<file path="src/rtl/three_level_page_table_walker_defines.svh">
// Assertion macros shared by the walker RTL.
`ifndef THREE_LEVEL_PAGE_TABLE_WALKER_DEFINES_SVH
`define THREE_LEVEL_PAGE_TABLE_WALKER_DEFINES_SVH

// Same-cycle implication, checked at every rising clock edge outside reset.
`define PTW_ASSERT_IMPL(label, ante, cons) \
    label: assert property (@(posedge clk) disable iff (!rst_n) (ante) |-> (cons)) \
        else $error("walker assertion failed");

// Next-cycle implication, checked at every rising clock edge outside reset.
`define PTW_ASSERT_NEXT(label, ante, cons) \
    label: assert property (@(posedge clk) disable iff (!rst_n) (ante) |=> (cons)) \
        else $error("walker assertion failed");

`endif

</file>
<file path="src/rtl/ptw_pkg.sv">
package ptw_pkg;

    localparam int VADDR_W = 39;
    localparam int PTE_W   = 64;
    localparam int ADDR_W  = 64;
    localparam int ROOT_W  = 52;
    localparam int PERMS_W = 4;
    localparam int VPN_W   = 9;
    localparam int LEVEL_W = 2;

    localparam int IN_TDATA_W  = 104;
    localparam int OUT_TDATA_W = 136;

    localparam int PTE_V = 0;
    localparam int PTE_R = 1;
    localparam int PTE_W_BIT = 2;
    localparam int PTE_X = 3;
    localparam int PTE_U = 4;

    localparam logic FUNC_TRANSLATE = 1'b0;
    localparam logic FUNC_REPLY     = 1'b1;

    localparam logic KIND_READ = 1'b0;
    localparam logic KIND_DONE = 1'b1;

    typedef logic [LEVEL_W-1:0] level_t;

    localparam level_t LEVEL_0    = 2'd0;
    localparam level_t LEVEL_1    = 2'd1;
    localparam level_t LEVEL_ROOT = 2'd2;

    function automatic logic [VPN_W-1:0] vpn_at(input logic [VADDR_W-1:0] va,
                                                input level_t level);
        logic [VPN_W-1:0] vpn;
        unique case (level)
            LEVEL_0:    vpn = va[20:12];
            LEVEL_1:    vpn = va[29:21];
            LEVEL_ROOT: vpn = va[38:30];
            default:    vpn = '0;
        endcase
        return vpn;
    endfunction

    function automatic logic [ADDR_W-1:0] page_mask(input level_t level);
        logic [ADDR_W-1:0] mask;
        unique case (level)
            LEVEL_0:    mask = 64'h0000_0000_0000_0fff;
            LEVEL_1:    mask = 64'h0000_0000_001f_ffff;
            LEVEL_ROOT: mask = 64'h0000_0000_3fff_ffff;
            default:    mask = 64'h0000_007f_ffff_ffff;
        endcase
        return mask;
    endfunction

endpackage

</file>
<file path="src/rtl/three_level_page_table_walker.sv">
// Sv39-style page table walker. A translate request or an entry reply can be
// accepted in every clock cycle while the output is not stalled by m_tready; each
// request passes an input register and then a result register on its way to the
// output, and the input register lets one more request in while a result
// waits on m_tready.
// A translate request yields a read request for the level-2 entry, each reply
// yields either the next read request or the finished translation, and a
// reply that arrives with no walk in progress is dropped without a result.
// A translate request during a walk abandons that walk and starts over.
// The root page number is written on the cfg channel, which is always ready.
`include "three_level_page_table_walker_defines.svh"

module three_level_page_table_walker
    import ptw_pkg::*;
(
    input  logic                   clk,
    input  logic                   rst_n,

    input  logic                   cfg_valid,
    output logic                   cfg_ready,
    input  logic [ROOT_W-1:0]      cfg_data,

    input  logic                   s_tvalid,
    output logic                   s_tready,
    // Fields from bit 0: virt_addr[38:0], pte_word[102:39], zero pad.
    input  logic [IN_TDATA_W-1:0]  s_tdata,
    // Fields from bit 0: func.
    input  logic                   s_tuser,

    output logic                   m_tvalid,
    input  logic                   m_tready,
    // Fields from bit 0: read_address[63:0], found[64], phys_addr[128:65],
    // perms[132:129], zero pad.
    output logic [OUT_TDATA_W-1:0] m_tdata,
    // Fields from bit 0: kind.
    output logic                   m_tuser
);

    logic [ROOT_W-1:0]  root_reg;

    logic               in_valid_reg;
    logic               in_func_reg;
    logic [VADDR_W-1:0] in_vaddr_reg;
    logic [PTE_W-1:0]   in_pte_reg;

    logic               busy_reg, busy_next;
    level_t             level_reg, level_next;
    logic [VADDR_W-1:0] held_reg, held_next;

    logic               out_valid_reg;
    logic               out_kind_reg, kind_next;
    logic [ADDR_W-1:0]  out_raddr_reg, raddr_next;
    logic               out_found_reg, found_next;
    logic [ADDR_W-1:0]  out_phys_reg, phys_next;
    logic [PERMS_W-1:0] out_perms_reg, perms_next;

    logic               produce;
    logic               out_free;
    logic               advance;
    logic [ADDR_W-1:0]  base;
    logic [ADDR_W-1:0]  mask;
    level_t             down_level;

    assign cfg_ready = 1'b1;

    assign out_free = !out_valid_reg || m_tready;
    assign advance  = in_valid_reg && (out_free || !produce);
    assign s_tready = !in_valid_reg || advance;

    assign base       = {in_pte_reg[61:10], 12'b0};
    assign mask       = page_mask(level_reg);
    assign down_level = level_reg - 2'd1;

    always_comb
    begin
        produce    = 1'b1;
        busy_next  = busy_reg;
        level_next = level_reg;
        held_next  = held_reg;
        kind_next  = KIND_READ;
        raddr_next = '0;
        found_next = 1'b0;
        phys_next  = '0;
        perms_next = '0;
        if (in_func_reg == FUNC_TRANSLATE)
        begin
            busy_next  = 1'b1;
            level_next = LEVEL_ROOT;
            held_next  = in_vaddr_reg;
            raddr_next = {root_reg, vpn_at(in_vaddr_reg, LEVEL_ROOT), 3'b0};
        end
        else if (!busy_reg)
        begin
            produce = 1'b0;
        end
        else if (!in_pte_reg[PTE_V] || (in_pte_reg[PTE_W_BIT] && !in_pte_reg[PTE_R]))
        begin
            busy_next = 1'b0;
            kind_next = KIND_DONE;
        end
        else if (in_pte_reg[PTE_R] || in_pte_reg[PTE_X])
        begin
            busy_next  = 1'b0;
            kind_next  = KIND_DONE;
            found_next = 1'b1;
            phys_next  = (base & ~mask) | ({{(ADDR_W-VADDR_W){1'b0}}, held_reg} & mask);
            perms_next = {in_pte_reg[PTE_U], in_pte_reg[PTE_X],
                          in_pte_reg[PTE_W_BIT], in_pte_reg[PTE_R]};
        end
        else if (level_reg == LEVEL_0)
        begin
            busy_next = 1'b0;
            kind_next = KIND_DONE;
        end
        else
        begin
            level_next = down_level;
            raddr_next = {in_pte_reg[61:10], vpn_at(held_reg, down_level), 3'b0};
        end
    end

    always_ff @(posedge clk or negedge rst_n)
    begin
        if (!rst_n)
        begin
            root_reg      <= '0;
            in_valid_reg  <= 1'b0;
            busy_reg      <= 1'b0;
            level_reg     <= LEVEL_0;
            held_reg      <= '0;
            out_valid_reg <= 1'b0;
        end
        else
        begin
            if (cfg_valid && cfg_ready)
            begin
                root_reg <= cfg_data;
            end
            if (s_tvalid && s_tready)
            begin
                in_valid_reg <= 1'b1;
            end
            else if (advance)
            begin
                in_valid_reg <= 1'b0;
            end
            if (advance)
            begin
                busy_reg  <= busy_next;
                level_reg <= level_next;
                held_reg  <= held_next;
            end
            if (advance && produce)
            begin
                out_valid_reg <= 1'b1;
            end
            else if (m_tready)
            begin
                out_valid_reg <= 1'b0;
            end
        end
    end

    always_ff @(posedge clk)
    begin
        if (s_tvalid && s_tready)
        begin
            in_func_reg  <= s_tuser;
            in_vaddr_reg <= s_tdata[38:0];
            in_pte_reg   <= s_tdata[102:39];
        end
        if (advance && produce)
        begin
            out_kind_reg  <= kind_next;
            out_raddr_reg <= raddr_next;
            out_found_reg <= found_next;
            out_phys_reg  <= phys_next;
            out_perms_reg <= perms_next;
        end
    end

    assign m_tvalid = out_valid_reg;
    assign m_tuser  = out_kind_reg;
    assign m_tdata  = {3'b0, out_perms_reg, out_phys_reg, out_found_reg, out_raddr_reg};

    `PTW_ASSERT_IMPL(a_level_in_range, busy_reg, level_reg != 2'd3)
    `PTW_ASSERT_NEXT(a_translate_starts_walk,
        advance && (in_func_reg == FUNC_TRANSLATE),
        busy_reg && (level_reg == LEVEL_ROOT))
    `PTW_ASSERT_NEXT(a_done_ends_walk,
        advance && produce && (kind_next == KIND_DONE), !busy_reg)
    `PTW_ASSERT_IMPL(a_fault_is_clean,
        out_valid_reg && !out_found_reg,
        (out_phys_reg == '0) && (out_perms_reg == '0))

endmodule

</file>
<file path="config.mk">
export PLATFORM = sky130hd
export DESIGN_NAME = three_level_page_table_walker
export DESIGN_NICKNAME = d
export VERILOG_FILES = /design/src/rtl/ptw_pkg.sv /design/src/rtl/three_level_page_table_walker.sv
export VERILOG_INCLUDE_DIRS = /design/src /design/src/rtl
export SDC_FILE = /design/constraint.sdc
export NUM_CORES = 1
export LEC_CHECK = 0
export ABC_AREA = 0
export BUFFER_PORTS_ARGS = -buffer_cell sky130_fd_sc_hd__buf_4
export CORE_UTILIZATION = 35
export CTS_BUF_LIST = sky130_fd_sc_hd__clkbuf_4 sky130_fd_sc_hd__clkbuf_8 sky130_fd_sc_hd__clkbuf_16
export CTS_CLUSTER_DIAMETER = 200
export DETAILED_ROUTE_END_ITERATION = 10
export PLACE_DENSITY = 0.52
export SETUP_SLACK_MARGIN = 0.05
export SLEW_MARGIN = 10
export SYNTH_ARGS = -nofsm -noshare
export SYNTH_HDL_FRONTEND = slang
export SYNTH_SLANG_ARGS = --single-unit
</file>
<file path="constraint.sdc">
create_clock -name clk -period 6.2 [get_ports clk]
set_input_delay 1.24 -clock clk [delete_from_list [all_inputs] [get_ports clk]]
set_output_delay 1.24 -clock clk [all_outputs]
set_load 0.005 [all_outputs]
</file>
==> impl_results.html, run 1 <==
<table>
<tr><th>Metric</th><th>Value</th></tr>
<tr><th colspan="2">Routing</th></tr>
<tr><td>Number of nets still failing antenna checks after routing</td><td>0</td></tr>
<tr><td>Iteration-0 DRC count of the detailed router</td><td>387</td></tr>
<tr><td>DRC violations left</td><td>0</td></tr>
<tr><td>Avg Vias per Cell</td><td>between 4 and 5</td></tr>
<tr><td>Final Routed Wirelength</td><td>between 30,000 and 40,000 µm</td></tr>
<tr><td>DR WL/cell</td><td>19.5 µm</td></tr>
<tr><td>Total vias in the final route</td><td>~7,600</td></tr>
<tr><td>1st-pass router iterations</td><td>5</td></tr>
<tr><th colspan="2">CTS</th></tr>
<tr><td>Total of cells resized after clock tree synthesis</td><td>0</td></tr>
<tr><td>Clk Tree Root Cell</td><td>clkbuf_16</td></tr>
<tr><td>Clock buffer count from CTS</td><td>37</td></tr>
<tr><td>Clock tree from TritonCTS</td><td>built</td></tr>
<tr><td>Clock-pin slew of the registers on the worst-case setup and hold paths</td><td>0.06 ns</td></tr>
<tr><td>Clock net sink count</td><td>roughly 320</td></tr>
<tr><td>Max clock buf depth</td><td>3</td></tr>
<tr><td># hold bufs at CTS</td><td>0</td></tr>
<tr><td>Clock latency on the worst-skew pair</td><td>roughly 0.52 ns</td></tr>
<tr><td>Number of H-tree levels</td><td>2</td></tr>
<tr><td>Post-CTS repair timing setup buffer count</td><td>0</td></tr>
<tr><th colspan="2">Floorplan</th></tr>
<tr><td>I/O Pins</td><td>roughly 300</td></tr>
<tr><td>Area of the die</td><td>~37,000 µm²</td></tr>
<tr><td>Starting density of the core</td><td>between 30 and 40%</td></tr>
<tr><td>Number of placement rows</td><td>between 60 and 70</td></tr>
<tr><td>Floorplan core area</td><td>approximately 36,000 µm²</td></tr>
<tr><td>Chip Height</td><td>between 150 and 200 µm</td></tr>
<tr><td>Floorplan die width</td><td>about 190 µm</td></tr>
<tr><th colspan="2">Outcome</th></tr>
<tr><td>Result of the run</td><td>finished clean</td></tr>
<tr><th colspan="2">STA</th></tr>
<tr><td>Final worst clock skew</td><td>about 0.018 ns</td></tr>
<tr><td>Unrepaired setup endpoints after global routing</td><td>no</td></tr>
<tr><td>Final-layout setup total negative slack</td><td>0 ns</td></tr>
<tr><td>Final hold vios</td><td>0</td></tr>
<tr><td>Pin slew with the least headroom to its limit</td><td>0.994 ns</td></tr>
<tr><td>Crit share post-route</td><td>50.2%</td></tr>
<tr><td>Fmax</td><td>0.322 GHz</td></tr>
<tr><td>Final setup violation count</td><td>0</td></tr>
<tr><td>Worst slew margin relative to its limit</td><td>roughly 34%</td></tr>
<tr><td>Minimum clock period after layout</td><td>approximately 3.1 ns</td></tr>
<tr><td>Max Slew Vio Count</td><td>0</td></tr>
<tr><th colspan="2">Power and ir drop</th></tr>
<tr><td>Post-layout total power</td><td>around 5.8 mW</td></tr>
<tr><td>Power density relative to cell area</td><td>between 300 and 400 nW/µm²</td></tr>
<tr><td>IR drop worst, VDD</td><td>approximately 0.23 mV</td></tr>
<tr><td>Static Leakage</td><td>6.72 nW</td></tr>
<tr><th colspan="2">Place</th></tr>
<tr><td>Gpl congestion</td><td>roughly 0.76</td></tr>
<tr><td>Detailed Place HPWL</td><td>21,000 µm</td></tr>
<tr><td>Port Buf Inserts</td><td>286</td></tr>
<tr><th colspan="2">GRT</th></tr>
<tr><td>Vias in the first global route</td><td>~7,400</td></tr>
<tr><td>First-pass GRT wire length</td><td>about 47,000 µm</td></tr>
<tr><td>GR Util All Layers</td><td>17.2%</td></tr>
<tr><td>Number of antenna violations at the first check in global routing</td><td>2</td></tr>
<tr><td>Pin count of the biggest net entering global routing</td><td>105</td></tr>
<tr><td>Grt ovf</td><td>0</td></tr>
<tr><th colspan="2">Finish</th></tr>
<tr><td>Number of flip-flops under the largest register name</td><td>64</td></tr>
<tr><td>Layout-stage area growth over the synthesis result</td><td>29.7%</td></tr>
<tr><td>NumNets Final</td><td>1,303</td></tr>
<tr><td>Share of layout cells above drive strength 1</td><td>39.2%</td></tr>
<tr><th colspan="2">Worst setup path</th></tr>
<tr><td>Startpoint types</td><td>input pin</td></tr>
<tr><td>Crit Path Category</td><td>input pin to output pin</td></tr>
<tr><td>Reg2reg setup slack</td><td>between 3 and 4 ns</td></tr>
<tr><td>Kind of capture point of the worst setup path</td><td>output pin</td></tr>
<tr><td>Depth of the worst register-to-register path</td><td>6</td></tr>
<tr><td>Reg-to-Reg End</td><td>out_raddr_reg[63]</td></tr>
<tr><td>Required time reported for the critical path endpoint</td><td>between 4 and 5 ns</td></tr>
<tr><td>Arrival time of data at the critical path endpoint</td><td>between 1.5 and 2 ns</td></tr>
<tr><td>Critical Path Fanout Max</td><td>3</td></tr>
<tr><td>Source of the worst register-to-register timing path</td><td>level_reg[0]</td></tr>
<tr><th colspan="2">Yosys</th></tr>
<tr><td>FF+latch count, synth</td><td>324</td></tr>
<tr><td>Most used DFF post-synth</td><td>edfxtp_1</td></tr>
<tr><td>Area contributors post-synth</td><td>edfxtp_1 54%, dfrtp_1 19%, o22ai_2 5.0%, nand2_1 3.5%, mux2_2 3.4%</td></tr>
<tr><td>Part of the Yosys area used for sequential elements</td><td>between 70 and 80%</td></tr>
<tr><td>Number of enable flip-flop cells after synthesis</td><td>228</td></tr>
<tr><td>Post-synthesis async set-or-reset flop share</td><td>between 20% and 30%</td></tr>
<tr><td>Synth unique cells</td><td>33</td></tr>
<tr><td>Post-synth top area share</td><td>54.2%</td></tr>
<tr><td>Dominant cell type by area after synthesis</td><td>edfxtp_1</td></tr>
<tr><td>Netlist area before placement</td><td>approximately 13,000 µm²</td></tr>
<tr><td>Mean area per synthesized cell</td><td>around 15 µm²</td></tr>
<tr><td>Cells after Synth</td><td>roughly 850</td></tr>
<tr><td>Synth warnings</td><td>0</td></tr>
<tr><th colspan="2">Worst hold path</th></tr>
<tr><td>Type of the tightest min-delay check</td><td>flop to flop</td></tr>
<tr><td>Hold path startpoint</td><td>in_vaddr_reg[25]</td></tr>
<tr><td>Hold Path Stages</td><td>1</td></tr>
<tr><td>Worst min-delay path endpoint</td><td>held_reg[25]</td></tr>
<tr><th colspan="2">Run</th></tr>
<tr><td>Reported max-cap violation count</td><td>0</td></tr>
</table>
## layout by cell type (no fill, tap or decap), drive strengths merged
cell,Yosys,layout
a21oi,9,9
bufinv,0,1
nand3,1,1
and3,1,1
nand2,119,119
nand2b,2,2
dfrtp,96,96
clkbuf,20,55
and4,1,1
edfxtp,228,228
and4b,1,1
clkinv,0,9
o211ai,1,1
o21ai,63,63
o2111ai,1,1
inv,58,59
ha,6,6
mux2i,18,18
mux2,48,48
a222oi,9,9
nand4,2,2
nor2,32,32
or2,1,1
conb,2,7
diode,0,2
and2,40,40
buf,37,296
clkinvlp,0,2
nor3,1,1
nor2b,2,2
o22ai,53,53
## cells in the mapped netlist (2+ instances only)
cell      count
inv_1        58
nor2_1       32
buf_1         6
mux2_1       10
buf_4         9
conb_1        2
and2_1       40
nand2_1     119
nand2b_1      2
mux2_2       38
buf_6         8
mux2i_1      18
o21ai_0      63
clkbuf_1     20
ha_1          6
a21oi_1       9
nor2b_1       2
o22ai_2      50
a222oi_1      9
edfxtp_1    228
dfrtp_1      96
o22ai_1       3
buf_2        14
## worst max-delay path, cell delays in order
cell and delay (ns):
buf_4 0.11, and4b_1 0.31, inv_1 0.06, buf_4 0.14
## report_power, final
part	switching (mW)	internal (mW)
sequential	0.148	2.63
clock	0.856	1.31
combinational	0.453	0.397
## cell type report
| type | instances | area (µm²) |
|---|---|---|
| clock buffers | 55 | 1130 |
| diodes | 2 | 5.00 |
| multi-input cells | 418 | 2880 |
| well taps | 461 | 577 |
| inverters | 58 | 223 |
| fillers | 3222 | 19200 |
| repair buffers | 296 | 2220 |
| clock inverters | 13 | 95.1 |
| flip-flops and latches | 324 | 9250 |
## worst max path at each step
stage | end | cells after the start | startpoint
6_report | s_tready | 4 | m_tready
5_1_grt | s_tready | 4 | m_tready
4_1_cts | s_tready | 4 | m_tready
3_5_place_dp | out_phys_reg[58] | 5 | m_tready
3_3_place_gp | out_phys_reg[58] | 5 | m_tready
2_1_floorplan | level_reg[1] | 5 | m_tready
## per-stage QoR
step                instances  instance area, µm²  worst slack (ns)  util [%]  hold slack [ns]
finish                   1627               16400              3.09      46.1            0.462
global route             1627               16400              3.07      46.1            0.482
CTS                      1625               16400              3.09      46.0            0.469
detailed placement       1557               15100              2.70      42.6            0.461
global placement         1557               15100              2.71      42.6            0.457
floorplan                 857               12600              1.52         -            0.439
## metal layers
layer  share of wire [%]  track usage [%]  vias to the layer above
li1                    -                -                     3592
met1                  44             23.6                     3781
met2                  48             27.4                      226
met3                 5.4             3.18                       47
met4                 2.3             5.68                        0
met5                   0                0                        -
## cell families (layout without fill, tap and decap cells)
group	count (synthesis)	in the layout	share of synthesized area, %
muxes	66	66	5.71
AOI/OAI and AO/OA	136	136	8.80
other	2	9	0.0595
buffers and inverters	115	422	4.30
DFF	324	324	73.2
and+or+nand+nor	203	203	7.30
adders and majority gates	6	6	0.594
Power figures use the tool's default switching activity.
==> run 2, diff against run 1 <==
--- a/config.mk
+++ b/config.mk
@@ -6,13 +6,13 @@
 export SDC_FILE = /design/constraint.sdc
 export NUM_CORES = 1
 export LEC_CHECK = 0
-export ABC_AREA = 0
+export ABC_AREA = 1
 export BUFFER_PORTS_ARGS = -buffer_cell sky130_fd_sc_hd__buf_4
 export CORE_UTILIZATION = 35
 export CTS_BUF_LIST = sky130_fd_sc_hd__clkbuf_4 sky130_fd_sc_hd__clkbuf_8 sky130_fd_sc_hd__clkbuf_16
 export CTS_CLUSTER_DIAMETER = 200
 export DETAILED_ROUTE_END_ITERATION = 10
-export PLACE_DENSITY = 0.52
+export PLACE_DENSITY = 0.54
 export SETUP_SLACK_MARGIN = 0.05
 export SLEW_MARGIN = 10
 export SYNTH_ARGS = -nofsm -noshare
==> constraint.sdc (replaced) <==
create_clock -name clk -period 2.76 [get_ports clk]
set_input_delay 0.552 -clock clk [delete_from_list [all_inputs] [get_ports clk]]
set_output_delay 0.552 -clock clk [all_outputs]
set_load 0.005 [all_outputs]
==> impl_results.html, run 2 <==
<table>
<tr><th>Metric</th><th>Value</th></tr>
<tr><th colspan="2">Place</th></tr>
<tr><td>Placed cell areas</td><td>roughly 15,000 µm²</td></tr>
<tr><td>Detailed Place HPWL</td><td>approximately 21,000 µm</td></tr>
<tr><td>Gpl congestion</td><td>0.797</td></tr>
<tr><td>Port Buf Inserts</td><td>roughly 290</td></tr>
<tr><td>Minimum setup slack after placement</td><td>approximately 0.54 ns</td></tr>
<tr><th colspan="2">Power and ir drop</th></tr>
<tr><td>Power share of the combinational group</td><td>between 10% and 20%</td></tr>
<tr><td>Relative contribution of the clock network to total power</td><td>about 37%</td></tr>
<tr><td>Portion of total power attributed to sequential cells</td><td>48.4%</td></tr>
<tr><td>Power density relative to cell area</td><td>~800 nW/µm²</td></tr>
<tr><td>Post-layout total power</td><td>about 13 mW</td></tr>
<tr><td>Net switching power</td><td>3.28 mW</td></tr>
<tr><td>Cell Int Power</td><td>9.65 mW</td></tr>
<tr><td>IR drop worst, VDD</td><td>roughly 0.46 mV</td></tr>
<tr><td>Net Sw Frac</td><td>between 20% and 30%</td></tr>
<tr><td>Static Leakage</td><td>approximately 7 nW</td></tr>
<tr><th colspan="2">STA</th></tr>
<tr><td>Worst slew margin relative to its limit</td><td>54.1%</td></tr>
<tr><td>Crit share post-route</td><td>about four fifths</td></tr>
<tr><td>Unrepaired setup endpoints after global routing</td><td>no</td></tr>
<tr><td>Final setup violation count</td><td>0</td></tr>
<tr><td>Worst path setup slack after routing</td><td>between 0.5 and 0.6 ns</td></tr>
<tr><td>Max Slew Vio Count</td><td>0</td></tr>
<tr><td>Pin slew with the least headroom to its limit</td><td>slightly below 0.7 ns</td></tr>
<tr><td>Minimum clock period after layout</td><td>about 2.2 ns</td></tr>
<tr><td>Final hold vios</td><td>0</td></tr>
<tr><td>Fmax</td><td>approximately 0.46 GHz</td></tr>
<tr><td>Final worst clock skew</td><td>around 0.015 ns</td></tr>
<tr><th colspan="2">Yosys</th></tr>
<tr><td>Area contributors post-synth</td><td>edfxtp_1 55%, dfrtp_1 19%, nand2_1 6.5%, o21ai_0 5.0%, inv_1 3.5%</td></tr>
<tr><td>Post-synth top area share</td><td>55.4%</td></tr>
<tr><td>Number of enable flip-flop cells after synthesis</td><td>around 230</td></tr>
<tr><td>Count leader, synth</td><td>edfxtp_1</td></tr>
<tr><td>Dominant cell type by area after synthesis</td><td>edfxtp_1</td></tr>
<tr><td>Part of the Yosys area used for sequential elements</td><td>between 70% and 80%</td></tr>
<tr><td>Top cells by count, synth</td><td>228 x edfxtp_1, 214 x nand2_1, 124 x o21ai_0, 114 x inv_1, 96 x dfrtp_1</td></tr>
<tr><td>Cells after Synth</td><td>approximately 970</td></tr>
<tr><td>Mean area per synthesized cell</td><td>12.7 µm²</td></tr>
<tr><td>Most used DFF post-synth</td><td>edfxtp_1</td></tr>
<tr><td>Post-synthesis async set-or-reset flop share</td><td>between 20 and 30%</td></tr>
<tr><td>Synth warnings</td><td>0</td></tr>
<tr><td>Synth unique cells</td><td>26</td></tr>
<tr><td>FF+latch count, synth</td><td>around 320</td></tr>
<tr><td>Netlist area before placement</td><td>approximately 12,000 µm²</td></tr>
<tr><th colspan="2">Finish</th></tr>
<tr><td>Commonest non-fill, non-tap cell in the layout</td><td>buf_4</td></tr>
<tr><td>Storage cell area</td><td>between 9000 and 10,000 µm²</td></tr>
<tr><td>Footprint of the multi-input gates</td><td>~2400 µm²</td></tr>
<tr><td>Commonest cells after routing, fill and taps aside</td><td>300 x buf_4, 228 x edfxtp_1, 212 x nand2_1, 123 x o21ai_0, 111 x inv_1</td></tr>
<tr><td>Layout fillers</td><td>roughly 3,200</td></tr>
<tr><td>Number of flip-flops under the largest register name</td><td>64</td></tr>
<tr><td>Post-Layout Inst Area</td><td>~16,000 µm²</td></tr>
<tr><td>Share of layout cells above drive strength 1</td><td>about a third</td></tr>
<tr><td>Layout-stage area growth over the synthesis result</td><td>31.4%</td></tr>
<tr><td>NumNets Final</td><td>roughly 1,400</td></tr>
<tr><th colspan="2">CTS</th></tr>
<tr><td>Max clock buf depth</td><td>3</td></tr>
<tr><td>Post-CTS repair timing setup buffer count</td><td>0</td></tr>
<tr><td>Clock net sink count</td><td>around 320</td></tr>
<tr><td>Total of cells resized after clock tree synthesis</td><td>0</td></tr>
<tr><td># hold bufs at CTS</td><td>1</td></tr>
<tr><td>Clk Tree Root Cell</td><td>clkbuf_16</td></tr>
<tr><td>Clock-pin slew of the registers on the worst-case setup and hold paths</td><td>approximately 0.060 ns</td></tr>
<tr><td>Clock tree from TritonCTS</td><td>built</td></tr>
<tr><td>Clock buffer count from CTS</td><td>36</td></tr>
<tr><td>Number of H-tree levels</td><td>2</td></tr>
<tr><td>Clock latency on the worst-skew pair</td><td>between 0.5 and 0.6 ns</td></tr>
<tr><th colspan="2">Routing</th></tr>
<tr><td>DRC violations left</td><td>0</td></tr>
<tr><td>Total vias in the final route</td><td>just under 8,000</td></tr>
<tr><td>Final Routed Wirelength</td><td>30,800 µm</td></tr>
<tr><td>1st-pass router iterations</td><td>5</td></tr>
<tr><td>Number of nets still failing antenna checks after routing</td><td>0</td></tr>
<tr><td>Iteration-0 DRC count of the detailed router</td><td>~370</td></tr>
<tr><td>DR WL/cell</td><td>about 18 µm</td></tr>
<tr><td>Avg Vias per Cell</td><td>roughly 4.5</td></tr>
<tr><th colspan="2">Worst setup path</th></tr>
<tr><td>Critical Path Fanout Max</td><td>25</td></tr>
<tr><td>Required time reported for the critical path endpoint</td><td>roughly 3 ns</td></tr>
<tr><td>Kind of capture point of the worst setup path</td><td>flop</td></tr>
<tr><td>Crit Path Category</td><td>flop to flop</td></tr>
<tr><td>Arrival time of data at the critical path endpoint</td><td>about 2.4 ns</td></tr>
<tr><td>Startpoint types</td><td>flop</td></tr>
<tr><th colspan="2">Floorplan</th></tr>
<tr><td>Chip Height</td><td>~190 µm</td></tr>
<tr><td>Area of the die</td><td>between 30,000 and 40,000 µm²</td></tr>
<tr><td>I/O Pins</td><td>~300</td></tr>
<tr><td>Number of placement rows</td><td>between 60 and 70</td></tr>
<tr><td>Floorplan die width</td><td>approximately 190 µm</td></tr>
<tr><td>Floorplan core area</td><td>roughly 35,000 µm²</td></tr>
<tr><td>Starting density of the core</td><td>between 30% and 40%</td></tr>
<tr><th colspan="2">Outcome</th></tr>
<tr><td>Result of the run</td><td>finished clean</td></tr>
<tr><th colspan="2">GRT</th></tr>
<tr><td>Number of antenna violations at the first check in global routing</td><td>1</td></tr>
<tr><td>Pin count of the biggest net entering global routing</td><td>between 70 and 80</td></tr>
<tr><td>Vias in the first global route</td><td>7,857</td></tr>
<tr><td>Grt ovf</td><td>0</td></tr>
<tr><td>GR Util All Layers</td><td>17.1%</td></tr>
<tr><td>First-pass GRT wire length</td><td>between 40,000 and 50,000 µm</td></tr>
<tr><th colspan="2">Run</th></tr>
<tr><td>Reported max-cap violation count</td><td>0</td></tr>
<tr><th colspan="2">Worst hold path</th></tr>
<tr><td>Type of the tightest min-delay check</td><td>input pin to flop</td></tr>
</table>
[run 2: changes by cell type after synthesis, sizes merged, moves of 18 or more]
cell	previous run	this run
a21oi	9	27
nand2	119	215
o21ai	63	138
inv	58	117
o22ai	53	0
mux2	48	25
mux2i	18	0
and2	40	0
[run 2: through the flow]
| step | cells | hold slack [ns] | util, % | setup TNS (ns) |
|---|---|---|---|---|
| floorplan | 977 | 0.256 | - | -40.70 |
| global placement | 1687 | 0.465 | 43.5 | 0 |
| detailed placement | 1687 | 0.462 | 43.5 | 0 |
| CTS | 1749 | 0.193 | 46.9 | 0 |
| global route | 1750 | 0.196 | 46.9 | 0 |
| finish | 1750 | 0.216 | 46.9 | 0 |
[run 2: final cells by class]
cell class              count  share of cell area, %
flip-flops and latches    324                   56.9
inverters                 119                   2.89
multi-input cells         484                   14.9
clock buffers              46                   6.19
repair buffers            306                   14.5
diodes                      1                 0.0154
well taps                 455                   3.50
clock inverters            15                   1.06
[run 2: worst paths after layout]
check | end | start | cells after the start | slack [ns]
min in group asynchronous | held_reg[35] | rst_n | 2 | 0.48
worst min-delay path | in_pte_reg[50] | s_tdata[89] | 1 | 0.22
worst min register to register | held_reg[2] | held_reg[2] | 2 | 0.49
worst max register to register | out_raddr_reg[50] | level_reg[0] | 9 | 0.57
worst max-delay path | out_raddr_reg[50] | level_reg[0] | 9 | 0.57
max in group asynchronous | root_reg[27] | rst_n | 3 | 1.62
[run 2: cells by family after synthesis]
kind of cell	count (synthesis)	share of synthesized area, %
adders and majority gates	6	0.607
and+or+nand+nor	279	9.46
buffers and inverters	169	6.00
muxes	25	2.28
AOI/OAI and AO/OA	167	6.82
DFF	324	74.8
other	2	0.0607
[run 2: critical path, stage by stage, from the launching register on]
cell	delay [ns]
dfrtp_1	0.45
inv_1	0.14
ha_1	0.15
buf_4	0.19
clkinv_1	0.28
nand3_1	0.15
nor2_1	0.06
nand2_1	0.06
buf_4	0.29
o21ai_0	0.13
[run 2: per-layer routing]
metal / global-route usage [%] / routed length (µm) / vias up
li1: - / - / 3832
met5: 0 / 0 / -
met3: 3.93 / 2250 / 54
met1: 22.9 / 13100 / 3727
met4: 6.14 / 889 / 0
met2: 27.1 / 14600 / 277
[run 2: power groups by stage]
stage,sequential [mW],clock [mW],combinational [mW]
floorplan,6.30,0,0.936
global placement,6.33,0,1.92
detailed placement,6.35,0,1.93
CTS,6.26,4.93,1.94
global route,6.32,5.08,2.15
finish,6.25,4.78,1.90
==> run 3, diff against run 2 <==
==> constraint.sdc (replaced) <==
create_clock -name clk -period 1.8 [get_ports clk]
set_input_delay 0.36 -clock clk [delete_from_list [all_inputs] [get_ports clk]]
set_output_delay 0.36 -clock clk [all_outputs]
set_load 0.005 [all_outputs]
==> impl_results.html, run 3 (same netlist as run 2, synthesis figures left out) <==
<table>
<tr><th>Metric</th><th>Value</th></tr>
<tr><th colspan="2">Finish</th></tr>
<tr><td>Commonest non-fill, non-tap cell in the layout</td><td>buf_4</td></tr>
<tr><td>Filler-free cell count of the finished design</td><td>approximately 1,800</td></tr>
<tr><td>NumNets Final</td><td>1,471</td></tr>
<tr><td>Final antenna diode count</td><td>0</td></tr>
<tr><td>Utilization after layout</td><td>48.4%</td></tr>
<tr><td>Share of layout cells above drive strength 1</td><td>between 30% and 40%</td></tr>
<tr><td>Number of flip-flops under the largest register name</td><td>64</td></tr>
<tr><td>Commonest cells after routing, fill and taps aside</td><td>309 x buf_4, 228 x edfxtp_1, 211 x nand2_1, 122 x o21ai_0, 111 x inv_1</td></tr>
<tr><td>Layout-stage area growth over the synthesis result</td><td>35.4%</td></tr>
<tr><th colspan="2">STA</th></tr>
<tr><td>Worst slew margin relative to its limit</td><td>about 64%</td></tr>
<tr><td>Final setup violation count</td><td>0</td></tr>
<tr><td>Final worst clock skew</td><td>~0.012 ns</td></tr>
<tr><td>Crit share post-route</td><td>between 90 and 100%</td></tr>
<tr><td>Final-layout setup total negative slack</td><td>0 ns</td></tr>
<tr><td>Pin slew with the least headroom to its limit</td><td>between 0.5 and 0.6 ns</td></tr>
<tr><td>Max Slew Vio Count</td><td>0</td></tr>
<tr><td>Fmax</td><td>0.597 GHz</td></tr>
<tr><td>Unrepaired setup endpoints after global routing</td><td>yes</td></tr>
<tr><td>Worst hold margin</td><td>0.0220 ns</td></tr>
<tr><td>Minimum clock period after layout</td><td>between 1.5 and 2 ns</td></tr>
<tr><td>Final hold vios</td><td>0</td></tr>
<tr><td>Worst path setup slack after routing</td><td>between 0.1 and 0.15 ns</td></tr>
<tr><th colspan="2">Routing</th></tr>
<tr><td>Total vias in the final route</td><td>around 8,000</td></tr>
<tr><td>Avg Vias per Cell</td><td>around 4.5</td></tr>
<tr><td>Number of nets still failing antenna checks after routing</td><td>0</td></tr>
<tr><td>Final Routed Wirelength</td><td>roughly 31,000 µm</td></tr>
<tr><td>1st-pass router iterations</td><td>7</td></tr>
<tr><td>DR WL/cell</td><td>between 15 and 20 µm</td></tr>
<tr><td>DRC violations left</td><td>0</td></tr>
<tr><td>Iteration-0 DRC count of the detailed router</td><td>a little over 500</td></tr>
<tr><th colspan="2">Worst setup path</th></tr>
<tr><td>Source of the worst register-to-register timing path</td><td>level_reg[1]</td></tr>
<tr><td>Crit Path Category</td><td>flop to output pin</td></tr>
<tr><td>CP max stage delay</td><td>around 0.40 ns</td></tr>
<tr><td>Startpoint of the worst setup timing path</td><td>in_func_reg</td></tr>
<tr><td>Critical Path Fanout Max</td><td>3</td></tr>
<tr><td>Cell with the largest stage delay on the worst path</td><td>edfxtp_1</td></tr>
<tr><td>Startpoint types</td><td>flop</td></tr>
<tr><td>Crit path buffers/inverters</td><td>1</td></tr>
<tr><td>Kind of capture point of the worst setup path</td><td>output pin</td></tr>
<tr><td>Dominant delay contributor by cell family on the critical path</td><td>flip-flops</td></tr>
<tr><td>Arrival time of data at the critical path endpoint</td><td>~1.3 ns</td></tr>
<tr><td>Required time reported for the critical path endpoint</td><td>between 1 and 1.5 ns</td></tr>
<tr><td>Cell breakdown of the critical path</td><td>nand2_2, nand4_1, buf_4</td></tr>
<tr><th colspan="2">CTS</th></tr>
<tr><td>Clock-pin slew of the registers on the worst-case setup and hold paths</td><td>approximately 0.060 ns</td></tr>
<tr><td>Clock tree from TritonCTS</td><td>built</td></tr>
<tr><td>Clock net sink count</td><td>between 300 and 400</td></tr>
<tr><td>Clock buffer count from CTS</td><td>37</td></tr>
<tr><td>Max clock buf depth</td><td>3</td></tr>
<tr><td>Clk Tree Root Cell</td><td>clkbuf_16</td></tr>
<tr><td>Number of H-tree levels</td><td>2</td></tr>
<tr><td>Clock latency on the worst-skew pair</td><td>just over 0.5 ns</td></tr>
<tr><th colspan="2">Place</th></tr>
<tr><td>Dpl cells</td><td>roughly 1,700</td></tr>
<tr><td>Port Buf Inserts</td><td>286</td></tr>
<tr><td>Minimum setup slack after placement</td><td>slightly below 0.08 ns</td></tr>
<tr><td>Gpl congestion</td><td>between 0.7 and 0.8</td></tr>
<tr><td>Detailed Place HPWL</td><td>roughly 21,000 µm</td></tr>
<tr><th colspan="2">Worst hold path</th></tr>
<tr><td>Hold path startpoint</td><td>s_tdata[11]</td></tr>
<tr><td>Type of the tightest min-delay check</td><td>input pin to flop</td></tr>
<tr><th colspan="2">Floorplan</th></tr>
<tr><td>Number of placement rows</td><td>between 60 and 70</td></tr>
<tr><td>I/O Pins</td><td>302</td></tr>
<tr><td>Floorplan die width</td><td>roughly 190 µm</td></tr>
<tr><td>Floorplan core area</td><td>34,600 µm²</td></tr>
<tr><td>Area of the die</td><td>~36,000 µm²</td></tr>
<tr><td>Chip Height</td><td>190 µm</td></tr>
<tr><td>Starting density of the core</td><td>35.7%</td></tr>
<tr><th colspan="2">GRT</th></tr>
<tr><td>Pin count of the biggest net entering global routing</td><td>between 50 and 60</td></tr>
<tr><td>Vias in the first global route</td><td>8,019</td></tr>
<tr><td>First-pass GRT wire length</td><td>~47,000 µm</td></tr>
<tr><td>GR Util All Layers</td><td>17.3%</td></tr>
<tr><td>Number of antenna violations at the first check in global routing</td><td>2</td></tr>
<tr><td>Grt ovf</td><td>0</td></tr>
<tr><th colspan="2">Run</th></tr>
<tr><td>Reported max-cap violation count</td><td>0</td></tr>
<tr><th colspan="2">Outcome</th></tr>
<tr><td>Result of the run</td><td>finished clean</td></tr>
<tr><th colspan="2">Power and ir drop</th></tr>
<tr><td>IR drop worst, VDD</td><td>~0.57 mV</td></tr>
<tr><td>Power density relative to cell area</td><td>approximately 1200 nW/µm²</td></tr>
<tr><td>Static Leakage</td><td>just over 7 nW</td></tr>
</table>
## run 3: cell count changes in the layout (fill, tap and decap cells not counted), sizes merged
cell	delta
buf	+19
dlygate4sd3	+11
clkbuf	+9
clkinv	-3
clkinvlp	+2
bufinv	-1
diode	-1
inv	+1
## run 3: final cells by class
| cell class | count | area (µm²) |
|---|---|---|
| Inverter | 119 | 454 |
| Clock buffer | 54 | 1130 |
| Clock inverter | 14 | 158 |
| Timing Repair Buffer | 337 | 2770 |
| Multi-Input combinational cell | 484 | 2420 |
| Fill cell | 3124 | 17900 |
| Sequential cell | 324 | 9250 |
| Tap cell | 455 | 569 |
## run 3: metal layers
layer  track usage, %  vias up  share of wire [%]
li1                 -     3902                  -
met1             23.2     3758                 44
met2             27.1      254                 46
met3             4.93       55                7.7
met4             5.09        4                2.3
met5                0        -              0.092
## run 3: stage by stage
stage	instance area, µm²	power (mW)
floorplan	12400	11.1
global placement	15300	12.8
detailed placement	15300	12.9
CTS	16700	20.8
global route	16700	21.5
finish	16700	20.5
## run 3: worst paths after layout
kind / end / slack, ns / depth (start not counted)
max in group asynchronous: root_reg[5] / 0.87 / 3
min reg2reg: held_reg[9] / 0.48 / 2
max reg2reg: out_raddr_reg[22] / 0.17 / 8
max: s_tready / 0.13 / 3
min in group asynchronous: held_reg[26] / 0.37 / 2
min: in_vaddr_reg[11] / 0.02 / 1
## run 3: timing repair
| action | in CTS | in global routing |
|---|---|---|
| hold endpoints to repair | 32 | 5 |
| cloned | 0 | 1 |
| resized for setup | 0 | 6 |
| hold buffers | 7 | 5 |
| pin swaps | 1 | 0 |
| setup endpoints to repair | 1 | 63 |
| setup buffers | 3 | 1 |
## run 3: report_power, final
part	internal, mW	switching, mW	leakage [nW]
clock	4.82	2.95	0.640
combinational	1.40	1.76	3.23
sequential	9.09	0.474	3.37
